## src/hw/rtl/aes_pkg.sv

```systemverilog
package aes_pkg;

  localparam int NUM_RK = 60;
  localparam int RK_AW  = 6;

  // register indexes
  localparam logic [2:0] REG_KEY0 = 3'd0;
  localparam logic [2:0] REG_KEY1 = 3'd1;
  localparam logic [2:0] REG_KEY2 = 3'd2;
  localparam logic [2:0] REG_KEY3 = 3'd3;
  localparam logic [2:0] REG_IVH  = 3'd4;
  localparam logic [2:0] REG_IVL  = 3'd5;

  // queued job from front to back
  typedef struct packed {
    logic [127:0] ctr;
    logic [127:0] data;
    logic [4:0]   vb;
    logic         last;
  } job_t;

  typedef enum logic [1:0] {
    BK_IDLE = 2'd0,
    BK_KEY  = 2'd1,
    BK_RND  = 2'd2,
    BK_OUT  = 2'd3
  } bk_state_t;

  function automatic logic [7:0] sbox(input logic [7:0] a);
    logic [7:0] t [256];
    t = '{
      8'h63,8'h7c,8'h77,8'h7b,8'hf2,8'h6b,8'h6f,8'hc5,8'h30,8'h01,8'h67,8'h2b,8'hfe,8'hd7,8'hab,8'h76,
      8'hca,8'h82,8'hc9,8'h7d,8'hfa,8'h59,8'h47,8'hf0,8'had,8'hd4,8'ha2,8'haf,8'h9c,8'ha4,8'h72,8'hc0,
      8'hb7,8'hfd,8'h93,8'h26,8'h36,8'h3f,8'hf7,8'hcc,8'h34,8'ha5,8'he5,8'hf1,8'h71,8'hd8,8'h31,8'h15,
      8'h04,8'hc7,8'h23,8'hc3,8'h18,8'h96,8'h05,8'h9a,8'h07,8'h12,8'h80,8'he2,8'heb,8'h27,8'hb2,8'h75,
      8'h09,8'h83,8'h2c,8'h1a,8'h1b,8'h6e,8'h5a,8'ha0,8'h52,8'h3b,8'hd6,8'hb3,8'h29,8'he3,8'h2f,8'h84,
      8'h53,8'hd1,8'h00,8'hed,8'h20,8'hfc,8'hb1,8'h5b,8'h6a,8'hcb,8'hbe,8'h39,8'h4a,8'h4c,8'h58,8'hcf,
      8'hd0,8'hef,8'haa,8'hfb,8'h43,8'h4d,8'h33,8'h85,8'h45,8'hf9,8'h02,8'h7f,8'h50,8'h3c,8'h9f,8'ha8,
      8'h51,8'ha3,8'h40,8'h8f,8'h92,8'h9d,8'h38,8'hf5,8'hbc,8'hb6,8'hda,8'h21,8'h10,8'hff,8'hf3,8'hd2,
      8'hcd,8'h0c,8'h13,8'hec,8'h5f,8'h97,8'h44,8'h17,8'hc4,8'ha7,8'h7e,8'h3d,8'h64,8'h5d,8'h19,8'h73,
      8'h60,8'h81,8'h4f,8'hdc,8'h22,8'h2a,8'h90,8'h88,8'h46,8'hee,8'hb8,8'h14,8'hde,8'h5e,8'h0b,8'hdb,
      8'he0,8'h32,8'h3a,8'h0a,8'h49,8'h06,8'h24,8'h5c,8'hc2,8'hd3,8'hac,8'h62,8'h91,8'h95,8'he4,8'h79,
      8'he7,8'hc8,8'h37,8'h6d,8'h8d,8'hd5,8'h4e,8'ha9,8'h6c,8'h56,8'hf4,8'hea,8'h65,8'h7a,8'hae,8'h08,
      8'hba,8'h78,8'h25,8'h2e,8'h1c,8'ha6,8'hb4,8'hc6,8'he8,8'hdd,8'h74,8'h1f,8'h4b,8'hbd,8'h8b,8'h8a,
      8'h70,8'h3e,8'hb5,8'h66,8'h48,8'h03,8'hf6,8'h0e,8'h61,8'h35,8'h57,8'hb9,8'h86,8'hc1,8'h1d,8'h9e,
      8'he1,8'hf8,8'h98,8'h11,8'h69,8'hd9,8'h8e,8'h94,8'h9b,8'h1e,8'h87,8'he9,8'hce,8'h55,8'h28,8'hdf,
      8'h8c,8'ha1,8'h89,8'h0d,8'hbf,8'he6,8'h42,8'h68,8'h41,8'h99,8'h2d,8'h0f,8'hb0,8'h54,8'hbb,8'h16
    };
    return t[a];
  endfunction

  function automatic logic [7:0] xt(input logic [7:0] v);
    return {v[6:0], 1'b0} ^ (v[7] ? 8'h1b : 8'h00);
  endfunction

  function automatic logic [31:0] sbox_word(input logic [31:0] w);
    return {sbox(w[31:24]), sbox(w[23:16]), sbox(w[15:8]), sbox(w[7:0])};
  endfunction

  // byte i of the state sits at bits 127-8i
  function automatic logic [127:0] sub_shift(input logic [127:0] s);
    logic [127:0] o;
    o = '0;
    for (int c = 0; c < 4; c++) begin
      for (int r = 0; r < 4; r++) begin
        o[127 - 8 * (r + 4 * c) -: 8] = sbox(s[127 - 8 * (r + 4 * ((c + r) % 4)) -: 8]);
      end
    end
    return o;
  endfunction

  function automatic logic [127:0] mix_cols(input logic [127:0] s);
    logic [127:0] o;
    logic [7:0] a, b, x, d;
    o = '0;
    for (int c = 0; c < 4; c++) begin
      a = s[127 - 32 * c -: 8];
      b = s[119 - 32 * c -: 8];
      x = s[111 - 32 * c -: 8];
      d = s[103 - 32 * c -: 8];
      o[127 - 32 * c -: 8] = xt(a) ^ xt(b) ^ b ^ x ^ d;
      o[119 - 32 * c -: 8] = a ^ xt(b) ^ xt(x) ^ x ^ d;
      o[111 - 32 * c -: 8] = a ^ b ^ xt(x) ^ xt(d) ^ d;
      o[103 - 32 * c -: 8] = xt(a) ^ a ^ b ^ x ^ xt(d);
    end
    return o;
  endfunction

endpackage

```

## src/hw/rtl/aes_front.sv

```systemverilog
// Front: config registers, counter, and job queue toward the back
module aes_front (
  input  logic               clk,
  input  logic               rst_n,
  input  logic               cfg_we,
  input  logic [2:0]         cfg_idx,
  input  logic [63:0]        cfg_data,
  input  logic               in_valid,
  output logic               in_stall,
  input  logic [63:0]        in_block_hi,
  input  logic [63:0]        in_block_lo,
  input  logic [4:0]         in_valid_bytes,
  input  logic               in_last_block,
  output logic [255:0]       key,
  output logic               key_dirty,
  input  logic               key_taken,
  output logic               q_valid,
  input  logic               q_pop,
  output aes_pkg::job_t      q_job
);
  logic [63:0]  key_r [4];
  logic [127:0] iv_r, ctr_r;
  logic         dirty_r;
  // two-entry queue
  aes_pkg::job_t q_r [2];
  logic [1:0]   cnt_r;
  logic         rd_r, wr_r;
  logic         push;

  assign in_stall  = (cnt_r == 2'd2);
  assign push      = in_valid && !in_stall;
  assign q_valid   = (cnt_r != 2'd0);
  assign q_job     = q_r[rd_r];
  assign key       = {key_r[0], key_r[1], key_r[2], key_r[3]};
  assign key_dirty = dirty_r;

  always_ff @(posedge clk) begin
    if (!rst_n) begin
      for (int i = 0; i < 4; i++) key_r[i] <= '0;
      iv_r    <= '0;
      ctr_r   <= '0;
      dirty_r <= 1'b1;
      cnt_r   <= '0;
      rd_r    <= 1'b0;
      wr_r    <= 1'b0;
    end else begin
      if (key_taken) dirty_r <= 1'b0;
      if (cfg_we) begin
        unique case (cfg_idx)
          aes_pkg::REG_KEY0: begin key_r[0] <= cfg_data; dirty_r <= 1'b1; end
          aes_pkg::REG_KEY1: begin key_r[1] <= cfg_data; dirty_r <= 1'b1; end
          aes_pkg::REG_KEY2: begin key_r[2] <= cfg_data; dirty_r <= 1'b1; end
          aes_pkg::REG_KEY3: begin key_r[3] <= cfg_data; dirty_r <= 1'b1; end
          aes_pkg::REG_IVH: begin
            iv_r[127:64]  <= cfg_data;
            ctr_r         <= {cfg_data, iv_r[63:0]};
          end
          aes_pkg::REG_IVL: begin
            iv_r[63:0]    <= cfg_data;
            ctr_r         <= {iv_r[127:64], cfg_data};
          end
          default: ;
        endcase
      end
      if (push) begin
        q_r[wr_r] <= '{ctr: ctr_r, data: {in_block_hi, in_block_lo},
                       vb: in_valid_bytes, last: in_last_block};
        wr_r      <= ~wr_r;
        ctr_r     <= in_last_block ? iv_r : ctr_r + 128'd1;
      end
      if (q_pop) rd_r <= ~rd_r;
      cnt_r <= cnt_r + {1'b0, push} - {1'b0, q_pop};
    end
  end
endmodule

```

## config.mk

```make
export PLATFORM = sky130hd
export DESIGN_NAME = aes_front
export DESIGN_NICKNAME = d
export VERILOG_FILES = /design/src/hw/rtl/aes_pkg.sv /design/src/hw/rtl/aes_front.sv
export SDC_FILE = /design/constraint.sdc
export NUM_CORES = 2
export LEC_CHECK = 0
export ABC_AREA = 1
export BUFFER_PORTS_ARGS = -buffer_cell sky130_fd_sc_hd__buf_2
export CORE_AREA = 2 2 318 257
export DETAILED_ROUTE_END_ITERATION = 10
export DIE_AREA = 0 0 320 259
export PLACE_DENSITY = 0.84
export SYNTH_ARGS = -nofsm -noshare
export SYNTH_HDL_FRONTEND = slang
export SYNTH_SLANG_ARGS = --single-unit
export TNS_END_PERCENT = 5
```

## constraint.sdc

```tcl
create_clock -name clk -period 25.2 [get_ports clk]
set_input_delay 1.26 -clock clk [delete_from_list [all_inputs] [get_ports clk]]
set_output_delay 1.26 -clock clk [all_outputs]
set_load 0.02 [all_outputs]
```

==> impl_metrics.csv <==
group,metric,value,unit
power,power_density,79.5,nW/um2
synth,yosys-top-cells-area,"edfxtp_1 (52%), dfxtp_1 (12%), nor2_1 (6.7%)",
power,swShare,0.278,
synth,synth_cell_types,39,
timing,worst-slew-pin-transition,1.26,ns
setup_path,critical_path.max_fanout,75,
clocking,clk_path_buf_depth,3,
setup_path,crit_path_cell_trace,"buf_4 -> buf_4 -> buf_4 -> mux2_2 -> buf_2",
clocking,cts_resized,0,
setup_path,reg2reg_depth,6,
synth,postSynthCellCount,4402,
min_path,worstHoldStart,"wr_r",
placement,numPortBuffers,727,
timing,setup_violations,0,
setup_path,cp_common_cell,"buf_4",
synth,ys_seq_area_frac,0.634,
power,irDropWorstVdd,70.2,uV
run_status,outcome,"completed",
clocking,clk_pin_slew_worst_paths,0.06,ns
synth,synth_top_area_share,0.518,
setup_path,slowest_stage,"buf_4",
route,wire_per_inst,24.6,um
route,drt_wl_total,152000,um
setup_path,r2r_start,"cnt_r[0]",
run,drv_cap,0,
clocking,cts_sinks,1042,
timing,holdWs,0.470,ns
setup_path,worstSetupEndpointType,"output pin",
route,drt_pre_antenna_iters,7,
synth,syn_area,45200,um2
power,clkPwrFrac,0.368,
floorplan,core_area,79800,um2
synth,ys_warn_count,0,
route,drtAntennaViolNets,0,
power,p_leak,19.6,nW
clocking,ctsHoldBuffers,0,
finish,area_growth,17.3,%
floorplan,std_cell_rows,93,
synth,syn_nets,4612,
setup_path,crit_path_max_incr_delay,0.90,ns
grt,grt_max_degree,230,
clocking,root_buffer,"clkbuf_16",
clocking,cts_tree,"done",
grt,antenna_found_initial,11,
clocking,cts_setup_buffers,0,
clocking,numCtsBuffers,99,
floorplan,die_w,320,um
timing,hold_violations,0,
route,drt_first_iter_violations,4788,
clocking,h-tree-depth,3,
floorplan,dieArea,82900,um2
synth,ys_ff_latch,1042,
grt,grt_pass1_wl,217000,um
grt,grt_use_total,0.354,
timing,clock_skew,0.0329,ns
setup_path,critPathKind,"reg -> out",
setup_path,rr_endpoint,"q_r[1][244]",
timing,finalWorstSetupSlack,19.03,ns
synth,synthFlopType,"edfxtp_1",
placement,gp_routability_congestion,1.00,
synth,synthArstFlopShare,0,
setup_path,worstPathArrival,4.91,ns
power,p_sw,1.17,mW
synth,synth-edff-count,780,
route,avgViaCountPerCell,5.89,
finish,drive_gt1_frac,0.243,
synth,synth_top_area_cell,"edfxtp_1",
setup_path,reg2reg_setup_slack,20.73,ns
clocking,clock_latency,0.69,ns
placement,pre_cts_ws,19.40,ns
min_path,hp-class,"reg -> reg",
timing,fin_crit_sh,0.245,
grt,gr-total-overflow,0,
min_path,whs_path_depth,2,
power,p_int,3.04,mW
placement,hpwlAfterDp,104000,um
route,drc,0,
timing,finalSetupTns,0,ns
timing,slew_headroom,0.159,
floorplan,ios,728,
timing,rsz0062_at_grt,"no",
route,vias,36400,
timing,fmax,162,MHz
timing,post-route-min-period,6.17,ns
timing,drv_slew,0,
finish,final_nets,5252,
setup_path,startpoint_type,"flip-flop",
min_path,hold_end,"wr_r",
setup_path,crit_required,23.94,ns
synth,avgSynthCellArea,10.3,um2
power,power_frac_seq,0.501,
power,pwr-share-comb,0.131,
grt,grt_pass1_vias,34300,
floorplan,initial_core_util,0.566,
floorplan,die_y,259,um
-- power by group through the flow --
stage          sequential, mW  clock (mW)  combinational [mW]
2_1_floorplan            2.13           0               0.321
3_3_place_gp             2.13           0               0.530
3_5_place_dp             2.13           0               0.541
4_1_cts                  2.10        1.56               0.546
5_1_grt                  2.11        1.62               0.589
6_report                 2.11        1.55               0.553
-- cell type report --
cell class,instances,area [um2]
Fill cell,5999,26800
Inverter,227,855
Timing Repair Buffer,757,3890
Clock inverter,60,733
Multi-Input combinational cell,2915,14900
Clock buffer,125,2630
Antenna cell,10,25.0
Sequential cell,1042,28700
Tap cell,1045,1310
-- through the flow --
stage	area [um2]	instances	power (mW)	utilization
6_report	53000	6181	4.21	0.664
2_1_floorplan	45200	4402	2.45	-
5_1_grt	53000	6180	4.32	0.664
3_3_place_gp	49600	5986	2.66	0.622
3_5_place_dp	49600	5986	2.67	0.622
4_1_cts	53000	6171	4.20	0.664
-- synth_stat cells, types with 10 or more instances --
library cell / number
a21oi_1: 362
a31oi_1: 32
buf_1: 19
buf_2: 52
clkbuf_1: 146
dfxtp_1: 262
edfxtp_1: 780
inv_1: 219
mux2_2: 262
nand2_1: 744
nand2_2: 13
nand3_1: 141
nand3b_1: 11
nor2_1: 807
nor2_2: 23
nor2_4: 14
o211ai_1: 10
o21ai_0: 413
xnor2_1: 28
xor2_1: 12
-- flip-flops by register name, summed over array words and instances (netlist names), named ones only --
| name | flops |
|---|---|
| iv_r | 128 |
| q_r | 524 |
| wr_r | 1 |
| rd_r | 1 |
| ctr_r | 128 |
| key_r | 256 |
| cnt_r | 2 |
| key_dirty | 1 |
-- how the worst max path moves through the flow --
stage | endpoint | slack (ns) | cells after the start
after detailed placement | q_r[1][243] | 19.40 | 7
after global placement | q_r[1][242] | 19.44 | 7
after CTS | q_job[4] | 19.09 | 5
after floorplan | q_r[1][0] | 4.39 | 4
final | q_job[4] | 19.03 | 5
after global routing | q_job[4] | 18.86 | 5
-- worst max-delay path, delay by kind of cell (launching register included) --
family   cells  cell delay [ns]
buf+inv      4             2.73
flops        1             0.84
mux          1             0.46
-- layer usage --
metal / global-route usage / wire [um] / vias to the layer above
li1: - / - / 16400
met1: 0.466 / 57100 / 17200
met2: 0.527 / 66200 / 2436
met3: 0.117 / 20500 / 434
met4: 0.178 / 8110 / 4
met5: 0 / 21 / -
-- cell families after synthesis --
kind of cell | synth area share
and+or+nand+nor | 0.159
DFF | 0.634
AOI/OAI and AO/OA | 0.0943
buffers and inverters | 0.0385
muxes | 0.0653
xor gates and xnor gates | 0.00775
adders and majority gates | 0.000831
-- layout by cell type (no fill, tap or decap), types with 10 or more instances in the layout --
cell	n
nand2_2	14
dfxtp_1	261
a21oi_1	362
o211ai_1	10
buf_2	726
xnor2_1	28
mux2_2	262
nor2_4	17
clkinv_2	16
xor2_1	12
diode_2	10
nand3_1	139
inv_1	219
nor2_2	23
nand2_1	742
clkinv_1	17
bufinv_16	14
nand3b_1	11
clkbuf_1	22
o21ai_0	411
edfxtp_1	780
buf_4	28
a31oi_1	32
nor2_1	804
clkbuf_16	100
(Power assumes the default switching activity.)
